File: src/hdl/tcw_pkg.sv
// ----------------------------------------------------------------------
// Text console writer package
// Screen geometry, field widths, command word and state encodings shared
// by the front end, command queue, back end and top level.
// ----------------------------------------------------------------------
package tcw_pkg;

  // Screen geometry
  localparam int unsigned COLUMNS     = 80;
  localparam int unsigned ROWS        = 25;
  localparam int unsigned HEADER_ROWS = 2;
  localparam int unsigned CELLS       = ROWS * COLUMNS;
  localparam int unsigned ADDR_W      = $clog2(CELLS);

  // Field widths
  localparam int unsigned FUNC_W = 2;
  localparam int unsigned CHAR_W = 8;
  localparam int unsigned ATTR_W = 8;
  localparam int unsigned ROW_W  = 5;
  localparam int unsigned COL_W  = 7;
  localparam int unsigned CELL_W = ATTR_W + CHAR_W;

  // Character codes
  localparam logic [CHAR_W-1:0] NEWLINE_CODE = 8'd10;
  localparam logic [CHAR_W-1:0] SPACE_CODE   = 8'd32;

  // Function codes
  localparam logic [FUNC_W-1:0] FUNC_PUT   = 2'd0;
  localparam logic [FUNC_W-1:0] FUNC_CLEAR = 2'd1;
  localparam logic [FUNC_W-1:0] FUNC_READ  = 2'd2;

  // Configuration port
  localparam int unsigned APB_ADDR_W = 3;
  localparam int unsigned APB_DATA_W = 32;
  localparam int unsigned REG_IDX_W  = APB_ADDR_W - 2;
  localparam logic [REG_IDX_W-1:0] REG_FILL_ATTR = '0;
  localparam logic [ATTR_W-1:0]    FILL_ATTR_RESET = 8'd2;

  // Command queue
  localparam int unsigned QUEUE_DEPTH = 2;
  localparam int unsigned QPTR_W      = (QUEUE_DEPTH > 1) ? $clog2(QUEUE_DEPTH) : 1;
  localparam int unsigned QCNT_W      = $clog2(QUEUE_DEPTH + 1);

  // Address landmarks for the block moves
  localparam bit HAS_COPY = (HEADER_ROWS + 1) < ROWS;
  localparam logic [ADDR_W-1:0] LAST_ADDR      = ADDR_W'(CELLS - 1);
  localparam logic [ADDR_W-1:0] COPY_FIRST     = ADDR_W'((HEADER_ROWS + 1) * COLUMNS);
  localparam logic [ADDR_W-1:0] COPY_OFS       = ADDR_W'(COLUMNS + 1);
  localparam logic [ADDR_W-1:0] COPY_TAIL_ADDR = ADDR_W'(CELLS - 1 - COLUMNS);
  localparam logic [ADDR_W-1:0] LAST_ROW_FIRST = ADDR_W'((ROWS - 1) * COLUMNS);
  localparam logic [ADDR_W-1:0] CLEAR_FIRST    = ADDR_W'(HEADER_ROWS * COLUMNS);

  typedef enum logic [1:0] {
    OP_PUT,
    OP_CLEAR,
    OP_READ,
    OP_NOP
  } cmd_op_e;

  typedef enum logic [2:0] {
    BK_INIT,
    BK_IDLE,
    BK_PUT,
    BK_COPY,
    BK_COPY_TAIL,
    BK_FILL,
    BK_READ,
    BK_DONE
  } back_state_e;

  // One classified word handed from the front end to the back end
  typedef struct packed {
    cmd_op_e           op;
    logic              wr_en;
    logic              scroll;
    logic              rd_ok;
    logic [ADDR_W-1:0] addr;
    logic [CELL_W-1:0] data;
    logic [ROW_W-1:0]  cur_row;
    logic [COL_W-1:0]  cur_col;
  } cmd_t;

  function automatic logic [ADDR_W-1:0] cell_addr(input logic [ROW_W-1:0] row,
                                                  input logic [COL_W-1:0] col);
    logic [31:0] lin;
    lin = 32'(row) * 32'(COLUMNS) + 32'(col);
    return lin[ADDR_W-1:0];
  endfunction

endpackage

File: src/hdl/tcw_front.sv
// ----------------------------------------------------------------------
// Text console front end
// Track the cursor, classify each accepted word and build its command.
// ----------------------------------------------------------------------
module tcw_front
  import tcw_pkg::*;
(
  input  logic              clk_i,
  input  logic              rst_ni,
  input  logic              accept_i,
  input  logic [FUNC_W-1:0] func_i,
  input  logic [CHAR_W-1:0] char_code_i,
  input  logic [ATTR_W-1:0] attribute_i,
  input  logic [ROW_W-1:0]  read_row_i,
  input  logic [COL_W-1:0]  read_col_i,
  output logic              push_o,
  output cmd_t              cmd_o
);

  logic [ROW_W-1:0] cur_row_q, cur_row_d;
  logic [COL_W-1:0] cur_col_q, cur_col_d;
  logic [ROW_W:0]   row_inc;
  logic [ROW_W:0]   row_wide;
  logic [COL_W:0]   col_inc;
  cmd_t             cmd;

  assign row_inc = {1'b0, cur_row_q} + 1'b1;
  assign col_inc = {1'b0, cur_col_q} + 1'b1;

  always_comb begin
    cmd       = '0;
    cmd.op    = OP_NOP;
    cur_row_d = cur_row_q;
    cur_col_d = cur_col_q;
    row_wide  = {1'b0, cur_row_q};
    unique case (func_i)
      FUNC_PUT: begin
        cmd.op    = OP_PUT;
        cmd.wr_en = (char_code_i != NEWLINE_CODE);
        cmd.addr  = cell_addr(cur_row_q, cur_col_q);
        cmd.data  = {attribute_i, char_code_i};
        if (char_code_i == NEWLINE_CODE) begin
          row_wide  = row_inc;
          cur_col_d = '0;
        end else if (32'(col_inc) >= COLUMNS) begin
          row_wide  = row_inc;
          cur_col_d = '0;
        end else begin
          cur_col_d = col_inc[COL_W-1:0];
        end
        // Passing the bottom row scrolls and parks the cursor on the last row
        if (32'(row_wide) >= ROWS) begin
          cmd.scroll = 1'b1;
          cur_row_d  = ROW_W'(ROWS - 1);
          cur_col_d  = '0;
        end else begin
          cur_row_d = row_wide[ROW_W-1:0];
        end
      end
      FUNC_CLEAR: begin
        cmd.op    = OP_CLEAR;
        cmd.data  = {attribute_i, SPACE_CODE};
        cur_row_d = ROW_W'(HEADER_ROWS);
        cur_col_d = '0;
      end
      FUNC_READ: begin
        cmd.op    = OP_READ;
        cmd.rd_ok = (32'(read_row_i) < ROWS) && (32'(read_col_i) < COLUMNS);
        cmd.addr  = cell_addr(read_row_i, read_col_i);
      end
      default: begin
        cmd.op = OP_NOP;
      end
    endcase
    cmd.cur_row = cur_row_d;
    cmd.cur_col = cur_col_d;
  end

  always_ff @(posedge clk_i or negedge rst_ni) begin
    if (!rst_ni) begin
      cur_row_q <= '0;
      cur_col_q <= '0;
    end else if (accept_i) begin
      cur_row_q <= cur_row_d;
      cur_col_q <= cur_col_d;
    end
  end

  assign push_o = accept_i;
  assign cmd_o  = cmd;

endmodule

File: config.mk
export PLATFORM = sky130hd
export DESIGN_NAME = tcw_front
export DESIGN_NICKNAME = d
export VERILOG_FILES = /design/src/hdl/tcw_pkg.sv /design/src/hdl/tcw_front.sv
export SDC_FILE = /design/constraint.sdc
export NUM_CORES = 1
export LEC_CHECK = 0
export BUFFER_PORTS_ARGS = -buffer_cell sky130_fd_sc_hd__buf_2
export CAP_MARGIN = 5
export CORE_MARGIN = 3
export CORE_UTILIZATION = 50
export DETAILED_ROUTE_END_ITERATION = 8
export PLACE_DENSITY = 0.85
export SYNTH_ARGS = -nofsm -noshare
export SYNTH_HDL_FRONTEND = slang
export SYNTH_SLANG_ARGS = --single-unit
File: constraint.sdc
create_clock -name clk_i -period 7.84 [get_ports clk_i]
set_clock_uncertainty 0.05 [all_clocks]
set_input_delay 1.568 -clock clk_i [delete_from_list [all_inputs] [get_ports clk_i]]
set_output_delay 1.568 -clock clk_i [all_outputs]
set_load 0.005 [all_outputs]
==> flow_summary.toml, run 1 <==
[synth]
syn_area_per_cell_um2 = 7.70
synth.top_cells.by_area = "dfrtp_1 15%, ha_1 13%, nand2_1 6.1%"
syn_nets = 312
yosys.area.top_type = "dfrtp_1"
synthDistinctLibCells = 52
ys_warn_count = 0
synth_seq_cells = 12
ys_dominant_reg_cell = "dfrtp_1"
synth_cells = 254
synth_top_area_share_pct = 15.3
netlist_area_mm2 = 0.00196
ys_async_sr_fraction_pct = 100
synth-edff-count = 0
synth_seq_area_share_pct = 15.3

[drt]
drc = 0
first_pass_iters = 4
antenna_left = 0
drt-initial-drc-count = 95
routed_wl_um = 5310
wl_per_cell_um = 14.5
viasPerCell = 5.70
vias = 2085

[clock_network]
hold_buffers = 0
cts_sinks = 12
clk_pin_slew_ns = 0.06
root_buffer = "clkbuf_8"
cts_buffer_depth = 2
numCtsBuffers = 3
cts_tree = "built"
cts-htree-levels = 1
cts-resized-gates = 0
postCtsSetupBuffers = 0
clock_latency_ns = 0.25

[global_routing]
use_met3_pct = 1.46
grt_max_degree = 40
met2_usage_pct = 42.3
antenna_found_initial = 0
top_usage_layer = "met2"
grt_pass1_vias = 1989
grt_usage_pct = 23.0
use_met1_pct = 28.8
grt_pass1_wl_um = 8410
grt.overflow.total = 0

[setup_path]
end_kind = "output pin"
cpMostUsedCell = "buf_2"
required_ns = 6.22
worst_setup_path_start_kind = "primary input"
critPathMaxStageDelay_ns = 0.61
crit_arrival_ns = 3.70
crit_type = "in2out"
path_cells = "buf_2, nor4_1, nand2_1, nand4_4, nand3_1, or4b_4, a41oi_2, o21ai_1, buf_2"
slowest_stage = "or4b_4"
critical_path_peak_fanout = 10

[finish]
nNetsFinal = 377
nFillCells = 332
drive_gt1_share_pct = 29.2
final_cell_area_mm2 = 0.00239
synthToLayoutAreaGrowth_pct = 22.1
diodes = 0

[timing]
min_period_ns = 5.32
grt_setup_unrepaired = "no"
holdWs_ns = 0.612
worst_pin_slew_ns = 0.711
timing.fmax_ghz = 0.188
slew_violations = 0
hold_violations = 0
period_share_pct = 67.8
slew_headroom_pct = 52.6
tns_ns = 0
setup_viol = 0

[power_and_ir_drop]
p_leak_nw = 1.22
vdd_drop_max_mv = 0.0535
p_per_area_mw_per_mm2 = 104

[floorplan]
core_mm2 = 0.00372
dieArea_mm2 = 0.00470
rows = 22
dieWidth_um = 68.6
initial_utilization_pct = 52.7
io_pins = 78
fp.dieH_um = 68.6

[placement]
gp_congestion = 0.908
port_buffers = 77
hpwlAfterDp_um = 4050
placed_area_mm2 = 0.00233

[worst_hold_path]
min_path_type = "reg2reg"

[job]
maxCapViolations = 0

[outcome]
outcome = "completed"
==> per-stage QoR <==
| stage | util (%) | setup slack (ns) | cells | total power (W) |
|---|---|---|---|---|
| final | 64.3 | 2.52 | 366 | 0.000249 |
| after floorplan | - | 2.88 | 254 | 0.000144 |
| after detailed placement | 62.8 | 2.54 | 362 | 0.000180 |
| after CTS | 64.3 | 2.52 | 366 | 0.000250 |
| after global routing | 64.3 | 2.33 | 366 | 0.000267 |
| after global placement | 62.8 | 2.60 | 362 | 0.000177 |
==> layer usage <==
layer,wire [um],up-vias
li1,-,1036
met3,453,5
met1,2250,944
met4,50,0
met2,2560,100
met5,0,-
==> sequential cells by signal, summed over array words and instances, names as in the netlist <==
name       cells
cur_col_q      7
cur_row_q      5
==> synth_stat cells, types with 2 or more instances <==
master    instances
a31oi_1           3
nor2b_1          11
nand4_1           3
fa_1              4
o22a_1            2
dfrtp_1          12
a21oi_1          16
nor3_1            3
a41oi_2           2
nand3_1           4
xor2_1            5
nor2_1           25
o31ai_1           4
xnor2_1          10
inv_1             5
ha_1             21
a211oi_1          4
buf_2             4
o21ai_0          14
nand2_1          32
and2_1           12
mux2i_1           9
clkbuf_1         12
a22o_1            3
a21o_1            5
o21ai_1           3
==> path summary, 6_finish.rpt <==
path                            slack, ns           start           end  cells past startpoint
worst max register to register       4.92    cur_col_q[0]  cur_row_q[1]                      8
min in group asynchronous            1.14          rst_ni  cur_col_q[5]                      1
max in group asynchronous            6.37          rst_ni  cur_col_q[0]                      1
worst max-delay path                 2.52  char_code_i[4]      cmd_o[8]                      9
worst min-delay path                 0.61    cur_col_q[3]  cur_col_q[3]                      1
worst min register to register       0.61    cur_col_q[3]  cur_col_q[3]                      1
==> worst max-delay path: cells and delay by family <==
| kind | cells | cell delay, ns |
|---|---|---|
| AO/OA/AOI/OAI | 2 | 0.32 |
| buffers and inverters | 2 | 0.26 |
| AND/OR/NAND/NOR | 5 | 1.55 |
==> area by class of cell <==
class	instances	area, um^2	share of cell area [%]
tap	48	60.1	2.51
sequential	12	300	12.6
clock buffer	4	55.1	2.30
timing repair buffer	78	393	16.4
multi-input combinational	219	1560	65.4
inverter	5	18.8	0.786
==> layout by cell type, fill, tap and decap left out, types with 2 or more instances in the layout <==
cell type	Yosys	routed
nand3_1	4	4
clkbuf_8	0	4
a211oi_1	4	4
o21ai_1	3	3
buf_2	4	77
nand2_1	32	32
xor2_1	5	5
a21o_1	5	5
dfrtp_1	12	12
a21oi_1	16	16
o31ai_1	4	4
nor3_1	3	3
a22o_1	3	3
a41oi_2	2	2
mux2i_1	9	9
o22a_1	2	2
nor2b_1	11	11
fa_1	4	4
o21ai_0	14	14
nand4_1	3	3
ha_1	21	21
a31oi_1	3	3
nor2_1	25	25
inv_1	5	5
and2_1	12	12
xnor2_1	10	10
==> logic make-up (layout without fill, tap and decap cells) <==
family                     Yosys count  after routing  synth area share [%]
and+or+nand+nor                    105            105                  28.5
AOI/OAI and AO/OA                   64             64                  21.9
adders and majority gates           25             25                  17.5
buffers and inverters               23             87                  4.86
xor gates and xnor gates            15             15                  6.71
DFF                                 12             12                  15.3
muxes                               10             10                  5.18
==> power by group <==
part           internal, W  leakage, nW   total, W  switching [W]
clock            0.0000445       0.0288  0.0000692      0.0000248
sequential       0.0000667        0.157  0.0000805      0.0000138
combinational    0.0000486         1.04  0.0000997      0.0000512
No activity file was read; power rests on OpenSTA's default activity.
==> inputs of run 2 (changes only) <==
==> constraint.sdc (replaced) <==
create_clock -name clk_i -period 5.1 [get_ports clk_i]
set_clock_uncertainty 0.05 [all_clocks]
set_input_delay 1.02 -clock clk_i [delete_from_list [all_inputs] [get_ports clk_i]]
set_output_delay 1.02 -clock clk_i [all_outputs]
set_load 0.005 [all_outputs]
==> flow_summary.toml, run 2 (synthesis gave the netlist of run 1 again) <==
[outcome]
outcome = "completed"

[setup_path]
end_kind = "output pin"
path_cells = "buf_2, nor4_1, nand2_1, nand4_4, nand3_1, or4b_4, a41oi_2, o21ai_1, buf_2"
worst_setup_path_start_kind = "primary input"
critPathMaxStageDelay_ns = 0.61
required_ns = 4.03
critPathTopFamily = "simple AND/OR/NAND/NOR gates"
critPathBufInv = 2
cpMostUsedCell = "buf_2"
critical_path_peak_fanout = 10
crit_type = "in2out"
crit_arrival_ns = 3.18
slowest_stage = "or4b_4"

[clock_network]
cts-htree-levels = 1
cts-resized-gates = 0
clock_latency_ns = 0.25
cts_sinks = 12
cts_tree = "built"
root_buffer = "clkbuf_8"
clk_pin_slew_ns = 0.05
postCtsSetupBuffers = 0
hold_buffers = 0
cts_buffer_depth = 2
numCtsBuffers = 3

[drt]
wl_per_cell_um = 14.3
highest_layer = "met4"
drc = 0
vias = 2122
met3WireLength_um = 454
drt-initial-drc-count = 101
routed_wl_um = 5250
first_pass_iters = 4
viasPerCell = 5.80
antenna_left = 0
wl_met1_um = 2180
met2RoutedLength_um = 2540

[finish]
regMostFlops = "cur_col_q"
final_common_cell = "buf_2"
diodes = 0
final_cells = 366
drive_gt1_share_pct = 29.2
largest_register_ffs = 7
largestRegisters = "cur_col_q x7, cur_row_q x5"
nNetsFinal = 377
layout_common_cells = "77 x buf_2, 32 x nand2_1, 25 x nor2_1"
synthToLayoutAreaGrowth_pct = 22.1
postLayoutCoreUtil_pct = 64.3

[worst_hold_path]
min_path_type = "in2async"

[placement]
gp_congestion = 0.922
port_buffers = 77
placed_cells = 362
hpwlAfterDp_um = 4080

[timing]
holdWs_ns = 0.588
period_share_pct = 83.4
grt_setup_unrepaired = "no"
slew_violations = 0
worst_pin_slew_ns = 0.731
min_period_ns = 4.25
timing.fmax_ghz = 0.235
setup_viol = 0
slew_headroom_pct = 51.3
tns_ns = 0
hold_violations = 0

[floorplan]
fp.dieH_um = 68.6
rows = 22
io_pins = 78
core_mm2 = 0.00372
dieWidth_um = 68.6
initial_utilization_pct = 52.7
dieArea_mm2 = 0.00470

[power_and_ir_drop]
p_per_area_mw_per_mm2 = 160
p_leak_nw = 1.22
seq_power_share_pct = 32.7
internal-power_w = 0.000246
vdd_drop_max_mv = 0.0811
total_switching_power_w = 0.000137
switching_share_pct = 35.8
combPwrFrac_pct = 39.8
finalPower_w = 0.000383
pwr-share-clk_pct = 27.5

[global_routing]
grt_usage_pct = 23.3
grt_pass1_vias = 1945
grt_max_degree = 40
grt_pass1_wl_um = 8450
grt.overflow.total = 0
antenna_found_initial = 0

[job]
maxCapViolations = 0
==> run 2: cell counts in the layout (fill, tap and decap cells not counted) <==
Identical to the previous run, type by type.
==> run 2: metrics by stage <==
stage / setup WS, ns / cell area, um^2
6_report: 0.849 / 2390
5_1_grt: 0.723 / 2390
3_5_place_dp: 0.869 / 2330
3_3_place_gp: 0.954 / 2330
4_1_cts: 0.857 / 2390
2_1_floorplan: 1.24 / 1960
==> run 2: worst paths after layout <==
check                          startpoint           end  slack [ns]  depth (start not counted)
min in group clk_i           cur_col_q[3]  cur_col_q[3]        0.60                          1
hold / removal                     rst_ni  cur_col_q[0]        0.59                          1
setup reg to reg             cur_col_q[0]  cur_row_q[1]        2.13                          8
hold reg to reg              cur_col_q[3]  cur_col_q[3]        0.60                          1
max in group asynchronous          rst_ni  cur_row_q[3]        4.20                          1
setup / recovery           char_code_i[4]      cmd_o[8]        0.85                          9
==> run 2: power by group through the flow <==
stage,sequential (W),combinational (W),clock [W]
6_report,0.000125,0.000152,0.000105
5_1_grt,0.000127,0.000173,0.000112
3_5_place_dp,0.000126,0.000153,0
2_1_floorplan,0.000112,0.000110,0
4_1_cts,0.000125,0.000154,0.000107
3_3_place_gp,0.000125,0.000148,0
==> run 2: per-layer routing <==
| layer | vias up | GRT usage (%) |
|---|---|---|
| met3 | 7 | 2.76 |
| met1 | 976 | 29.0 |
| met5 | - | 0 |
| met4 | 0 | 6.95 |
| li1 | 1038 | - |
| met2 | 101 | 41.7 |
==> run 2: worst reg2reg max path: stages (launching register included) <==
cell     delay, ns
dfrtp_1       0.51
ha_1          0.32
and3_4        0.21
a311o_1       0.43
nand4_4       0.18
nand3_1       0.17
or4b_4        0.61
a41oi_2       0.23
o21ai_1       0.12
==> run 2: final cells by class <==
| type | instances | area [um^2] |
|---|---|---|
| Multi-Input combinational cell | 219 | 1560 |
| Fill cell | 335 | 1330 |
| Timing Repair Buffer | 78 | 393 |
| Sequential cell | 12 | 300 |
| Tap cell | 48 | 60.1 |
| Clock buffer | 4 | 55.1 |
| Inverter | 5 | 18.8 |
==> inputs of run 3 (changes only) <==
--- a/config.mk
+++ b/config.mk
@@ -8,9 +8,9 @@
 export BUFFER_PORTS_ARGS = -buffer_cell sky130_fd_sc_hd__buf_2
 export CAP_MARGIN = 5
 export CORE_MARGIN = 3
-export CORE_UTILIZATION = 50
+export CORE_UTILIZATION = 45
 export DETAILED_ROUTE_END_ITERATION = 8
-export PLACE_DENSITY = 0.85
+export PLACE_DENSITY = 0.81
 export SYNTH_ARGS = -nofsm -noshare
 export SYNTH_HDL_FRONTEND = slang
 export SYNTH_SLANG_ARGS = --single-unit
==> constraint.sdc (replaced) <==
create_clock -name clk_i -period 3.65 [get_ports clk_i]
set_clock_uncertainty 0.05 [all_clocks]
set_input_delay 0.73 -clock clk_i [delete_from_list [all_inputs] [get_ports clk_i]]
set_output_delay 0.73 -clock clk_i [all_outputs]
set_load 0.005 [all_outputs]
==> flow_summary.toml, run 3 (synthesis gave the netlist of run 1 again) <==
[setup_path]
crit_path_start = "read_row_i[1]"
worstRegToRegCells = 8
r2r_setup_slack_ns = 1.07
r2r_end = "cur_row_q[1]"
crit_arrival_ns = 2.78
critical_path_peak_fanout = 4
required_ns = 2.87
crit_type = "in2out"
end_kind = "output pin"
worstReg2RegStart = "cur_col_q[0]"
worst_setup_path_start_kind = "primary input"

[timing]
period_share_pct = 97.6
timing.fmax_ghz = 0.281
setup_viol = 0
min_period_ns = 3.56
hold_violations = 0
setup_ws_ns = 0.0859
slew_violations = 0
worst_pin_slew_ns = 0.496
slew_headroom_pct = 66.8

[clock_network]
cts_tree = "built"
postCtsSetupBuffers = 0
cts-htree-levels = 1
cts_buffer_depth = 2
numCtsBuffers = 3
clock_latency_ns = 0.24
cts_sinks = 12
root_buffer = "clkbuf_8"
clk_pin_slew_ns = 0.06

[drt]
drc = 0
routed_wl_um = 5390
viasPerCell = 5.59
wl_per_cell_um = 14.2
drt-initial-drc-count = 61
vias = 2119
antenna_left = 0
first_pass_iters = 4

[power_and_ir_drop]
p_leak_nw = 1.28
switching_share_pct = 35.6
pwr-share-clk_pct = 26.7
finalPower_w = 0.000555
seq_power_share_pct = 29.4
total_switching_power_w = 0.000198
vdd_drop_max_mv = 0.143
p_per_area_mw_per_mm2 = 221
internal-power_w = 0.000357
combPwrFrac_pct = 43.9

[global_routing]
antenna_found_initial = 0
grt_pass1_vias = 1949
grt_max_degree = 39
grt_pass1_wl_um = 8500
grt_usage_pct = 19.9
grt.overflow.total = 0

[finish]
largestRegisters = "cur_col_q x7, cur_row_q x5"
regMostFlops = "cur_col_q"
layout_common_cells = "77 x buf_2, 32 x nand2_1, 25 x nor2_1"
synthToLayoutAreaGrowth_pct = 28.3
nNetsFinal = 388
largest_register_ffs = 7
regArea_um2 = 302
multi_input_area_mm2 = 0.00160
nFillCells = 360
drive_gt1_share_pct = 33.7
diodes = 0
final_common_cell = "buf_2"

[floorplan]
dieWidth_um = 71.9
rows = 23
initial_utilization_pct = 47.9
core_mm2 = 0.00409
fp.dieH_um = 71.9
io_pins = 78
dieArea_mm2 = 0.00518

[worst_hold_path]
min_path_type = "in2async"

[placement]
dpl_worst_slack_ns = 0.0564
port_buffers = 77
gp_congestion = 0.889
hpwlAfterDp_um = 3980

[job]
maxCapViolations = 0

[outcome]
outcome = "completed"
run 3: worst max path at each step:
stage                 to
6_report       cmd_o[38]
5_1_grt        cmd_o[38]
3_5_place_dp   cmd_o[38]
4_1_cts        cmd_o[38]
3_3_place_gp   cmd_o[38]
2_1_floorplan  cmd_o[38]
run 3: stage by stage:
stage               TNS [ns]  area [um^2]  util, %  hold WS [ns]  std cells
floorplan                  0         1960        -         0.384        254
global placement           0         2420     59.2         0.577        375
detailed placement         0         2420     59.2         0.576        375
CTS                        0         2470     60.5         0.322        379
global route        -0.00482         2510     61.5         0.329        379
finish                     0         2510     61.5         0.314        379
run 3: what timing repair did:
item                                   CTS  global route
endpoints found under the hold margin    0             0
resized for setup                        0             7
hold buffers                             0             0
setup endpoints to repair                0             2
run 3: layout make-up:
cell class	count	area share, %
clock buffer	4	2.19
tap	50	2.49
sequential	12	12.0
timing repair buffer	89	18.9
inverter	5	0.747
multi-input combinational	219	63.6
run 3: metal layers:
metal  wire (um)  vias up  GRT usage, %
met1        2260      967          25.6
met2        2650      102          35.0
li1            -     1048             -
met3         453        2          2.35
met4          23        0          5.85
met5           0        -             0
run 3: power by group through the flow:
stage               combinational, W  clock, W  sequential, W
global route                0.000274  0.000155       0.000164
CTS                         0.000241  0.000147       0.000161
finish                      0.000243  0.000148       0.000163
floorplan                   0.000153         0       0.000157
detailed placement          0.000239         0       0.000163
global placement            0.000235         0       0.000162
run 3: worst max-delay path: stages:
cell	delay [ns]
buf_2	0.13
ha_1	0.29
ha_1	0.23
fa_1	0.41
xnor2_2	0.16
and3b_1	0.21
xnor2_1	0.13
xnor2_1	0.12
a211oi_1	0.22
buf_2	0.15
