File: config.mk
export PLATFORM = sky130hd
export DESIGN_NAME = tcw_queue
export DESIGN_NICKNAME = d
export VERILOG_FILES = /design/src/hdl/tcw_pkg.sv /design/src/hdl/tcw_queue.sv
export SDC_FILE = /design/constraint.sdc
export NUM_CORES = 1
export LEC_CHECK = 0
export BUFFER_PORTS_ARGS = -buffer_cell sky130_fd_sc_hd__buf_2
export CAP_MARGIN = 20
export CELL_PAD_IN_SITES_DETAIL_PLACEMENT = 0
export CELL_PAD_IN_SITES_GLOBAL_PLACEMENT = 1
export CORE_MARGIN = 2
export CORE_UTILIZATION = 40
export DETAILED_ROUTE_END_ITERATION = 16
export GPL_TIMING_DRIVEN = 0
export PLACE_DENSITY_LB_ADDON = 0.1
export SETUP_SLACK_MARGIN = 0.05
export SYNTH_ARGS = -nofsm -noshare
export SYNTH_HDL_FRONTEND = slang
export SYNTH_SLANG_ARGS = --single-unit
File: constraint.sdc
create_clock -name clk_i -period 2.9 [get_ports clk_i]
set_input_delay 0.435 -clock clk_i [delete_from_list [all_inputs] [get_ports clk_i]]
set_output_delay 0.435 -clock clk_i [all_outputs]
set_load 0.02 [all_outputs]
File: src/hdl/tcw_pkg.sv
// ----------------------------------------------------------------------
// Text console writer package
// Screen geometry, field widths, command word and state encodings shared
// by the front end, command queue, back end and top level.
// ----------------------------------------------------------------------
package tcw_pkg;

  // Screen geometry
  localparam int unsigned COLUMNS     = 80;
  localparam int unsigned ROWS        = 25;
  localparam int unsigned HEADER_ROWS = 2;
  localparam int unsigned CELLS       = ROWS * COLUMNS;
  localparam int unsigned ADDR_W      = $clog2(CELLS);

  // Field widths
  localparam int unsigned FUNC_W = 2;
  localparam int unsigned CHAR_W = 8;
  localparam int unsigned ATTR_W = 8;
  localparam int unsigned ROW_W  = 5;
  localparam int unsigned COL_W  = 7;
  localparam int unsigned CELL_W = ATTR_W + CHAR_W;

  // Character codes
  localparam logic [CHAR_W-1:0] NEWLINE_CODE = 8'd10;
  localparam logic [CHAR_W-1:0] SPACE_CODE   = 8'd32;

  // Function codes
  localparam logic [FUNC_W-1:0] FUNC_PUT   = 2'd0;
  localparam logic [FUNC_W-1:0] FUNC_CLEAR = 2'd1;
  localparam logic [FUNC_W-1:0] FUNC_READ  = 2'd2;

  // Configuration port
  localparam int unsigned APB_ADDR_W = 3;
  localparam int unsigned APB_DATA_W = 32;
  localparam int unsigned REG_IDX_W  = APB_ADDR_W - 2;
  localparam logic [REG_IDX_W-1:0] REG_FILL_ATTR = '0;
  localparam logic [ATTR_W-1:0]    FILL_ATTR_RESET = 8'd2;

  // Command queue
  localparam int unsigned QUEUE_DEPTH = 2;
  localparam int unsigned QPTR_W      = (QUEUE_DEPTH > 1) ? $clog2(QUEUE_DEPTH) : 1;
  localparam int unsigned QCNT_W      = $clog2(QUEUE_DEPTH + 1);

  // Address landmarks for the block moves
  localparam bit HAS_COPY = (HEADER_ROWS + 1) < ROWS;
  localparam logic [ADDR_W-1:0] LAST_ADDR      = ADDR_W'(CELLS - 1);
  localparam logic [ADDR_W-1:0] COPY_FIRST     = ADDR_W'((HEADER_ROWS + 1) * COLUMNS);
  localparam logic [ADDR_W-1:0] COPY_OFS       = ADDR_W'(COLUMNS + 1);
  localparam logic [ADDR_W-1:0] COPY_TAIL_ADDR = ADDR_W'(CELLS - 1 - COLUMNS);
  localparam logic [ADDR_W-1:0] LAST_ROW_FIRST = ADDR_W'((ROWS - 1) * COLUMNS);
  localparam logic [ADDR_W-1:0] CLEAR_FIRST    = ADDR_W'(HEADER_ROWS * COLUMNS);

  typedef enum logic [1:0] {
    OP_PUT,
    OP_CLEAR,
    OP_READ,
    OP_NOP
  } cmd_op_e;

  typedef enum logic [2:0] {
    BK_INIT,
    BK_IDLE,
    BK_PUT,
    BK_COPY,
    BK_COPY_TAIL,
    BK_FILL,
    BK_READ,
    BK_DONE
  } back_state_e;

  // One classified word handed from the front end to the back end
  typedef struct packed {
    cmd_op_e           op;
    logic              wr_en;
    logic              scroll;
    logic              rd_ok;
    logic [ADDR_W-1:0] addr;
    logic [CELL_W-1:0] data;
    logic [ROW_W-1:0]  cur_row;
    logic [COL_W-1:0]  cur_col;
  } cmd_t;

  function automatic logic [ADDR_W-1:0] cell_addr(input logic [ROW_W-1:0] row,
                                                  input logic [COL_W-1:0] col);
    logic [31:0] lin;
    lin = 32'(row) * 32'(COLUMNS) + 32'(col);
    return lin[ADDR_W-1:0];
  endfunction

endpackage

File: src/hdl/tcw_queue.sv
// ----------------------------------------------------------------------
// Text console command queue
// Short FIFO of commands between the front end and the back end.
// ----------------------------------------------------------------------
module tcw_queue
  import tcw_pkg::*;
(
  input  logic clk_i,
  input  logic rst_ni,
  input  logic push_i,
  input  cmd_t push_cmd_i,
  input  logic pop_i,
  output logic full_o,
  output logic empty_o,
  output cmd_t head_o
);

  cmd_t              slot_q [QUEUE_DEPTH];
  logic [QPTR_W-1:0] wr_ptr_q, rd_ptr_q;
  logic [QCNT_W-1:0] count_q;

  function automatic logic [QPTR_W-1:0] ptr_next(input logic [QPTR_W-1:0] p);
    return (32'(p) == QUEUE_DEPTH - 1) ? '0 : p + 1'b1;
  endfunction

  assign full_o  = (32'(count_q) == QUEUE_DEPTH);
  assign empty_o = (count_q == '0);
  assign head_o  = slot_q[rd_ptr_q];

  always_ff @(posedge clk_i) begin
    if (push_i) begin
      slot_q[wr_ptr_q] <= push_cmd_i;
    end
  end

  always_ff @(posedge clk_i or negedge rst_ni) begin
    if (!rst_ni) begin
      wr_ptr_q <= '0;
      rd_ptr_q <= '0;
      count_q  <= '0;
    end else begin
      if (push_i) begin
        wr_ptr_q <= ptr_next(wr_ptr_q);
      end
      if (pop_i) begin
        rd_ptr_q <= ptr_next(rd_ptr_q);
      end
      if (push_i && !pop_i) begin
        count_q <= count_q + 1'b1;
      end else if (pop_i && !push_i) begin
        count_q <= count_q - 1'b1;
      end
    end
  end

endmodule

==> results.md, run 1 <==
* Hold/Removal Path Class: in -> reg
* Non-filler instance count after layout at 373
* HPWL Detailed at 3.69 mm
* Number of synthesized register bits at 92
* Outcome: finished clean
* TritonCTS buffer count at 9
* CP Capture Type: output pin
* DR pass1 iterations at 4
* Power Dens Cells at 978 nW/um^2
* Fill cells at 771
* Vias in the first global route at 1770
* Syn_nets at 202
* Final setup fails at 0
* Post-CTS Resized at 0
* VDD IR max at 0.395 mV
* Total power at 4310 uW
* Syn avg cell area at 23.3 um^2
* CTS H-Tree Depth at 3
* Fin crit period at 1.93 ns
* Antenna viol nets, final at 0
* Leak Pwr at 0.00178 uW
* Pins over their slew limit at 0
* FF/Latch Area at 2740 um^2
* Number of diodes at 0
* Synth cell count leaders: edfxtp_1, mux2_4, mux2_2
* Largest area contributor in the netlist: edfxtp_1
* Worst-case reg-to-reg path depth at 2
* FP Rows at 34
* Setup TNS Final at 0 ns
* Die area at 9680 um^2
* CP max stage delay at 0.34 ns
* Clock Latency Late Sink at 0.35 ns
* Synth area leaders: edfxtp_1, mux2_4, dfrtp_1
* Die H at 98.4 um
* EDFF count, synth at 88
* Final Cell Area at 4410 um^2
* Layout cells sized above 1 at 59.6%
* Initial Util at 41.0%
* # IOs at 94
* CTS max path bufs at 2
* Reg-to-reg startpoint: wr_ptr_q
* Crit path buf inv count at 3
* Most frequent cell after synthesis: edfxtp_1
* Setup Skew at 0.00744 ns
* Slowest CP cell: dfrtp_1
* Dpl cell area at 4210 um^2
* Area of the multi-input gates at 733 um^2
* Post-synth top flop: edfxtp_1
* Clk slew on worst S/H paths at 0.09 ns
* Nets at 309
* Slew @ Worst Pin at 0.657 ns
* Port Buffer Count at 93
* Placed Cells at 356
* Unrepaired setup endpoints after global routing: no
* CTS tree: yes
* WHS Path Cells at 1
* Critical R2R Capture: slot_q[0][35]
* Crit path DAT at 1.50 ns
* Synth cell types at 13
* Initial antenna violation count at 1
* Clk root buf: clkbuf_8
* CP delay by family, top: buffers and inverters
* Cells along the critical path: buf_6 -> buf_12 -> mux2_4 -> buf_2
* Worst setup margin at 0.968 ns
* Tot GR Track Use at 12.0%
* Final Hold Viols at 0
* Synth Cell Area at 3560 um^2
* Die width at 98.4 um
* Critical path type: reg -> out
* Worst reg2reg setup slack at 1.34 ns
* Largest net degree at the start of global routing at 34
* Setup WS pre-CTS at 1.12 ns
* First-pass GRT wire length at 8.75 mm
* GRT overflow at 0
* Seq/Total Area, Yosys at 77.0%
* # clock sinks at 92
* Vias at 1676
* Final Cycle Share at 66.6%
* Worst hold path endpoint: slot_q[0][0]
* Crit Path Max Fanout at 10
* Ys async rst share at 4.35%
* Total wire length at 5.45 mm
* Max-cap violations at 0
* Setup crit start kind: flip-flop
* CORE AREA at 8680 um^2
* Residual DRC at 0
* Post-synth top area share at 74.2%
* Synthesis-to-finish area growth at 23.7%
* Max_slew headroom at 56.1%
* Max Clock Freq at 518 MHz
* Required time of the critical path at 2.47 ns
* Via density at 4.49
* Cells after synthesis at 153
* GPL Wtd Cong at 0.622
* Startpoint of the worst hold path: push_cmd_i[0]
* WL/cell at 14.6 um
* YS warnings at 0
* DRT iter0 DRCs at 46
* Setup crit start: rd_ptr_q
[stage by stage]
step	hold slack [ns]	utilization [%]
3_3_place_gp	0.249	48.0
2_1_floorplan	0.139	-
5_1_grt	0.258	50.8
6_report	0.273	50.8
4_1_cts	0.255	50.8
3_5_place_dp	0.248	48.5
[state kept, by name, summed over array words and instances (netlist names)]
| register | flops |
|---|---|
| rd_ptr_q | 1 |
| slot_q | 88 |
| wr_ptr_q | 1 |
| count_q | 2 |
[placed cells by master, fill, tap and decap left out, types with 2 or more instances in the layout]
cell,synthesis,final
clkbuf_1,0,2
buf_12,4,6
mux2_2,5,5
mux2_4,39,39
dfrtp_1,4,4
nor2_1,2,2
xor2_1,4,4
edfxtp_1,88,88
clkinvlp_4,0,2
buf_2,0,93
clkinv_1,0,2
clkbuf_8,0,9
[layout make-up]
cell class / count / area share [%]
Buffer: 5 / 2.07
Clock buffer: 11 / 2.98
Clock inverter: 5 / 1.19
Inverter: 1 / 0.0852
Multi-Input combinational cell: 55 / 16.6
Sequential cell: 92 / 62.3
Tap cell: 108 / 3.07
Timing Repair Buffer: 96 / 11.7
[power breakdown]
part | leakage (uW) | total, uW | switching, uW | internal (uW)
Combinational | 0.000823 | 1670 | 875 | 799
Sequential | 0.000873 | 1840 | 73.5 | 1760
Clock | 0.0000846 | 796 | 403 | 393
[routing by layer]
| metal | global-route usage [%] | part of all wire [%] | wire length [um] |
|---|---|---|---|
| met4 | 6.01 | 1.9 | 106 |
| met2 | 19.3 | 49 | 2680 |
| met5 | 0 | 0.24 | 13 |
| met3 | 4.87 | 8.6 | 470 |
| met1 | 13.9 | 40 | 2180 |
[logic make-up after synthesis]
| group | after synthesis | synth area share [%] |
|---|---|---|
| and+or+nand+nor | 5 | 0.738 |
| xor gates and xnor gates | 5 | 1.23 |
| DFF | 92 | 77.0 |
| muxes | 44 | 18.0 |
| buffers and inverters | 6 | 2.67 |
| adders and majority gates | 1 | 0.351 |
[how the worst max path moves through the flow]
stage | cells past startpoint | slack, ns | to
after global routing | 4 | 0.91 | head_o[35]
after CTS | 4 | 0.94 | head_o[35]
after detailed placement | 3 | 1.12 | slot_q[0][36]
after global placement | 2 | -1.41 | slot_q[0][25]
final | 4 | 0.97 | head_o[35]
after floorplan | 1 | 0.05 | slot_q[0][0]
[repair_timing]
item,4_1_cts,5_1_grt
buffers inserted,0,0
endpoints found under the hold margin,4,0
hold buffers,1,0
Power figures use the tool's default switching activity.
==> inputs of run 2 (changes only) <==
Settings changed: ABC_AREA from default to 1, CORE_UTILIZATION 40 to 44.
Clock period 2.9 ns to 1.8 ns, I/O delays scaled along.
==> run 2 against run 1 <==
  * Clock skew hardly changed
  * Die area is 8.2% lower
  * Global-route usage is 0.86 points higher
  * Clock power is 61% higher
  * Combinational power is 97% higher
  * Sequential power is 61% higher
  * Power is 75% higher
  * Via count is 3.9% higher
  * Core utilization is 9.3 points higher
  * Synthesized area is 0.56% higher
  * Wire length is 2.0% higher
==> results.md, run 2 <==
* Outcome: finished clean
* Die area at 8880 um^2 (-8.2%)
* GPL Wtd Cong at 0.637 (+2.3%)
* TritonCTS buffer count at 9 (unchanged)
* Max-cap violations at 0 (unchanged)
* Dpl cell area at 4220 um^2 (+0.27%)
* Syn_nets at 211 (+4.5%)
* Max_slew headroom at 55.2% (-0.91 points)
* DR pass1 iterations at 3 (-1)
* DRT iter0 DRCs at 34 (-26%)
* Unrepaired setup endpoints after global routing: yes
* Cells after synthesis at 162 (+5.9%)
* Tot GR Track Use at 12.8% (+0.86 points)
* Setup crit start: rd_ptr_q
* Hold/Removal Path Class: in -> reg
* Initial antenna violation count at 0 (-1)
* Required time of the critical path at 1.53 ns (-0.94 ns)
* Seq/Total Area, Yosys at 76.6% (-0.43 points)
* Residual DRC at 0 (unchanged)
* Crit Path Max Fanout at 10 (unchanged)
* CTS tree: yes
* Fill cells at 609 (-21%)
* FP Rows at 32 (-5.9%)
* Synth cell count leaders: edfxtp_1, mux2_4, inv_1
* Setup WS pre-CTS at 0.172 ns (-0.951 ns)
* WHS Path Cells at 1 (unchanged)
* Reg-to-reg startpoint: wr_ptr_q
* EDFF count, synth at 88 (unchanged)
* Critical path type: reg -> out
* Largest area contributor in the netlist: edfxtp_1
* Fin crit period at 1.76 ns
* Setup crit start kind: flip-flop
* HPWL Detailed at 3.65 mm (-1.3%)
* Clk root buf: clkbuf_8
* Synthesis-to-finish area growth at 31.0%
* Port Buffer Count at 93 (unchanged)
* Worst setup margin at 0.0386 ns (-0.929 ns)
* YS warnings at 0 (unchanged)
* Commonest non-fill, non-tap cell in the layout: edfxtp_1
* WL/cell at 14.7 um (+0.61%)
* Non-filler instance count after layout at 378 (+1.3%)
* CTS H-Tree Depth at 3 (unchanged)
* Initial Util at 45.9% (+4.8 points)
* Power Dens Cells at 1610 nW/um^2 (+64%)
* Number of diodes at 0 (unchanged)
* Post-synth top area share at 73.8% (-0.41 points)
* Final Cell Area at 4690 um^2 (+6.5%)
* Most frequent cells in the layout: edfxtp_1, buf_2, buf_6, mux2_4, clkbuf_8
* Via density at 4.61 (+2.5%)
* Final Cycle Share at 97.9%
* Worst hold path endpoint: slot_q[0][39]
* Post-synth top flop: edfxtp_1
* Syn avg cell area at 22.1 um^2 (-5.0%)
* Final Hold Viols at 0 (unchanged)
* Post-layout util at 60.1% (+9.3 points)
* Max reg flops at 88 (unchanged)
* # IOs at 94 (unchanged)
* Startpoint of the worst hold path: push_cmd_i[39]
* Pins over their slew limit at 0 (unchanged)
* Most frequent cell after synthesis: edfxtp_1
* Layout cells sized above 1 at 58.7% (-0.93 points)
* Leak Pwr at 0.00191 uW (+7.2%)
* Clock Latency Late Sink at 0.34 ns (about the same)
* Vias at 1741 (+3.9%)
* Die H at 94.2 um (-4.2%)
* Total wire length at 5.56 mm (+2.0%)
* VDD IR max at 0.682 mV (+72%)
* Largest Register: slot_q
* Antenna viol nets, final at 0 (unchanged)
* Critical R2R Capture: slot_q[0][37]
* Worst reg2reg setup slack at 0.24 ns (-1.10 ns)
* Number of synthesized register bits at 92 (unchanged)
* Synth Cell Area at 3580 um^2 (+0.56%)
* CP Capture Type: output pin
* Synth area leaders: edfxtp_1, mux2_4, dfrtp_1
* Crit path DAT at 1.49 ns (about the same)
* CORE AREA at 7810 um^2 (-10%)
* Setup Skew at 0.00715 ns (-0.000291 ns)
* Placed Cells at 359 (+0.84%)
* Final setup fails at 0 (unchanged)
* Clk slew on worst S/H paths at 0.08 ns (about the same)
* Synth cell types at 14 (+1)
* Regs by FF count: slot_q x88, count_q x2
* Largest net degree at the start of global routing at 25 (-26%)
* CTS max path bufs at 2 (unchanged)
* GRT overflow at 0 (unchanged)
* First-pass GRT wire length at 8.31 mm (-5.0%)
* Max Clock Freq at 568 MHz
* # clock sinks at 92 (unchanged)
* Nets at 321 (+3.9%)
* Die width at 94.2 um (-4.2%)
* Ys async rst share at 4.35% (unchanged)
* Vias in the first global route at 1654 (-6.6%)
* Worst-case reg-to-reg path depth at 2 (unchanged)
* Slew @ Worst Pin at 0.671 ns (+0.0135 ns)
[run 2: cell types whose count changed in the layout (fill, tap and decap cells not counted), sizes merged]
| cell | previous run | this run |
|---|---|---|
| nor2b | 2 | 0 |
| clkbuf | 11 | 10 |
| nand2 | 0 | 5 |
| and2 | 1 | 0 |
| buf | 100 | 103 |
| nand3 | 0 | 1 |
| xor2 | 4 | 2 |
| nand4 | 0 | 1 |
| nor2 | 2 | 3 |
| inv | 1 | 7 |
[run 2: layer usage]
metal | global-route usage (%) | part of all wire (%)
met1 | 15.7 | 41
met2 | 20.9 | 51
met3 | 3.61 | 5.8
met4 | 6.52 | 2.1
met5 | 0 | 0
[run 2: cell type report]
cell class | instances | area (um^2) | share of cell area, %
tap | 102 | 128 | 2.72
timing repair buffer | 99 | 791 | 16.8
clock buffer | 10 | 128 | 2.72
clock inverter | 5 | 53.8 | 1.15
inverter | 7 | 26.3 | 0.560
buffer | 5 | 95.1 | 2.03
sequential | 92 | 2740 | 58.4
multi-input combinational | 58 | 729 | 15.5
[run 2: where the power goes]
part	internal, uW	switching, uW
Sequential	2840	125
Clock	628	653
Combinational	1770	1520
[run 2: worst max-delay path by stage]
stage                               end  slack (ns)  depth (start not counted)
after CTS                    head_o[35]       0.008                          4
after global routing         head_o[33]       0.003                          4
after detailed placement  slot_q[0][13]        0.17                          4
final                        head_o[33]        0.04                          4
after global placement    slot_q[1][39]       -0.46                          2
after floorplan            slot_q[1][0]        0.07                          2
[run 2: critical path: stages (launching register included)]
cell and delay, ns:
dfrtp_1 0.39, buf_8 0.15, buf_12 0.15, mux2_4 0.30, buf_2 0.16
[run 2: cell families after synthesis]
| kind of cell | after synthesis | share of synthesized area [%] |
|---|---|---|
| flops | 92 | 76.6 |
| mux | 44 | 17.9 |
| buf+inv | 12 | 3.28 |
| simple gates | 10 | 1.15 |
| xor+xnor | 3 | 0.734 |
| fa+ha+maj | 1 | 0.349 |
[run 2: metrics by stage]
step                      hold WS, ns  power, uW  TNS [ns]
after CTS                      0.0928       7130         0
after global placement         0.0847       5710    -25.08
after detailed placement       0.0846       5780         0
final                           0.109       7540         0
after floorplan               -0.0256       5030         0
after global routing           0.0902       7900         0
[run 2: repair_timing]
item,CTS,global route
resized for setup,10,72
hold buffers,1,0
endpoints found under the hold margin,4,0
buffers inserted,1,2
pin swaps,0,0
setup endpoints to repair,39,40
==> inputs of run 3 (changes only) <==
Settings changed: MAX_ROUTING_LAYER from default to met4.
==> run 3 against run 2 <==
  * Core utilization is the same
  * Final area is the same
  * Clock skew is essentially flat
  * Clock power is essentially flat
  * Largest cell class unchanged
==> results.md, run 3 (same netlist as run 2, synthesis figures left out) <==
* Final Cell Area at 4690 um^2 (unchanged)
* Logic gate share of total power at 43.7% (about the same)
* Port Buffer Count at 93 (unchanged)
* Clock Latency Late Sink at 0.34 ns (about the same)
* Fin crit period at 1.76 ns (+0.00231 ns)
* Max Clock Freq at 567 MHz (-0.13%)
* Vias in the first global route at 1657 (+0.18%)
* Synthesis-to-finish area growth at 31.0% (unchanged)
* Clock power frac at 17.0% (about the same)
* Layout cells sized above 1 at 58.7% (unchanged)
* Crit path buf inv count at 3 (unchanged)
* FF/Latch Area at 2740 um^2 (unchanged)
* Max-cap violations at 0 (unchanged)
* Required time of the critical path at 1.53 ns (about the same)
* Initial Util at 45.9% (unchanged)
* Die H at 94.2 um (unchanged)
* Power Internal at 5240 uW (about the same)
* Max reg flops at 88 (unchanged)
* Clk slew on worst S/H paths at 0.08 ns (about the same)
* Most frequent cells in the layout: edfxtp_1, buf_2, buf_6, mux2_4, clkbuf_8
* Power Dens Cells at 1610 nW/um^2 (about the same)
* Critical path type: reg -> out
* DR pass1 iterations at 4 (+1)
* Pins over their slew limit at 0 (unchanged)
* WL/cell at 14.7 um (+0.20%)
* GRT overflow at 0 (unchanged)
* Nets at 321 (unchanged)
* Regs by FF count: slot_q x88, count_q x2
* Unrepaired setup endpoints after global routing: yes
* Number of diodes at 0 (unchanged)
* Total wire length at 5.57 mm (+0.20%)
* Die width at 94.2 um (unchanged)
* Via density at 4.63 (+0.46%)
* Setup WS pre-CTS at 0.172 ns (unchanged)
* First-pass GRT wire length at 8.29 mm (-0.25%)
* Total power at 7550 uW (about the same)
* Worst setup margin at 0.0363 ns (-0.00231 ns)
* Initial antenna violation count at 0 (unchanged)
* Setup crit start kind: flip-flop
* Vias at 1749 (+0.46%)
* CP delay by family, top: buffers and inverters
* Area of the multi-input gates at 729 um^2 (unchanged)
* CP Capture Type: output pin
* TritonCTS buffer count at 9 (unchanged)
* Residual DRC at 0 (unchanged)
* Hold/Removal Path Class: in -> reg
* Sw Ratio at 30.5% (about the same)
* Die area at 8880 um^2 (unchanged)
* Leak Pwr at 0.00191 uW (unchanged)
* Slowest CP cell: dfrtp_1
* Largest net degree at the start of global routing at 25 (unchanged)
* FP Rows at 32 (unchanged)
* WHS Path Cells at 1 (unchanged)
* CTS tree: yes
* CTS H-Tree Depth at 3 (unchanged)
* VDD IR max at 0.682 mV (+0.10%)
* Final Cycle Share at 98.0% (+0.13 points)
* # IOs at 94 (unchanged)
* Fill cells at 609 (unchanged)
* Outcome: finished clean
* Antenna viol nets, final at 0 (unchanged)
* CTS max path bufs at 2 (unchanged)
* Crit path DAT at 1.49 ns (about the same)
* Cells along the critical path: buf_8 -> buf_12 -> mux2_4 -> buf_2
* Commonest non-fill, non-tap cell in the layout: edfxtp_1
* Setup Skew at 0.00669 ns (-0.000460 ns)
* Seq pwr share at 39.3% (about the same)
* Slew @ Worst Pin at 0.680 ns (+0.00902 ns)
* P_sw at 2300 uW (+0.13%)
* # clock sinks at 92 (unchanged)
* HPWL Detailed at 3.65 mm (unchanged)
* DRT iter0 DRCs at 40 (+18%)
* Crit Path Max Fanout at 10 (unchanged)
* Tot GR Track Use at 13.2% (+0.36 points)
* Final Hold Viols at 0 (unchanged)
* Clk root buf: clkbuf_8
* Worst-case reg-to-reg path depth at 2 (unchanged)
* Final setup fails at 0 (unchanged)
* CORE AREA at 7810 um^2 (unchanged)
* Max_slew headroom at 54.6% (-0.60 points)
* Dpl cell area at 4220 um^2 (unchanged)
* CP max stage delay at 0.39 ns (about the same)
* Largest Register: slot_q
* CP Depth at 4 (unchanged)
* GPL Wtd Cong at 0.642 (+0.82%)
[run 3: cell counts in the layout (fill, tap and decap cells not counted)]
Identical to the previous run, type by type.
[run 3: layout make-up]
| class | instances | share of cell area, % |
|---|---|---|
| plain buffers | 5 | 2.03 |
| clock buffers | 10 | 2.72 |
| clock inverters | 5 | 1.15 |
| inverters | 7 | 0.560 |
| multi-input cells | 58 | 15.5 |
| flip-flops and latches | 92 | 58.4 |
| well taps | 102 | 2.72 |
| repair buffers | 99 | 16.8 |
[run 3: power by group through the flow]
| stage | combinational, uW | clock (uW) | sequential, uW |
|---|---|---|---|
| after detailed placement | 2760 | 0 | 3020 |
| after global routing | 3490 | 1400 | 3010 |
| final | 3290 | 1280 | 2970 |
| after floorplan | 2030 | 0 | 2990 |
| after CTS | 2840 | 1310 | 2970 |
| after global placement | 2690 | 0 | 3020 |
[run 3: per-stage QoR]
step                util [%]  hold WS [ns]  TNS (ns)  instances
floorplan                  -       -0.0256         0        162
global placement        53.6        0.0847    -25.08        357
detailed placement      54.1        0.0846         0        359
CTS                     57.0        0.0928         0        376
global route            60.1        0.0903         0        378
finish                  60.1         0.107         0        378
[run 3: path summary, 6_finish.rpt]
kind                                     start            end  slack (ns)
worst max-delay path                  rd_ptr_q     head_o[33]        0.04
worst min-delay path            push_cmd_i[15]  slot_q[1][15]        0.11
worst max register to register        wr_ptr_q  slot_q[0][37]        0.23
worst min register to register      count_q[1]     count_q[1]        0.51
max in group asynchronous               rst_ni       rd_ptr_q        1.42
min in group asynchronous               rst_ni     count_q[1]        0.26
[run 3: what timing repair did]
item,4_1_cts,5_1_grt
setup buffers,1,2
cloned,0,0
resized for setup,10,72
endpoints found under the hold margin,4,0
endpoints found under the setup margin,39,40
hold buffers,1,0
[run 3: per-layer routing]
layer | track usage (%) | wire length (um) | up-vias
met5 | - | 0 | -
met4 | 6.52 | 109 | 0
met3 | 2.97 | 306 | 11
met2 | 20.9 | 2860 | 56
met1 | 16.1 | 2300 | 846
li1 | - | - | 836
[run 3: worst reg2reg max path, cell delays in order, from the launching register on]
cell and delay [ns]:
dfrtp_1 0.43, nor2_4 0.57, buf_12 0.27
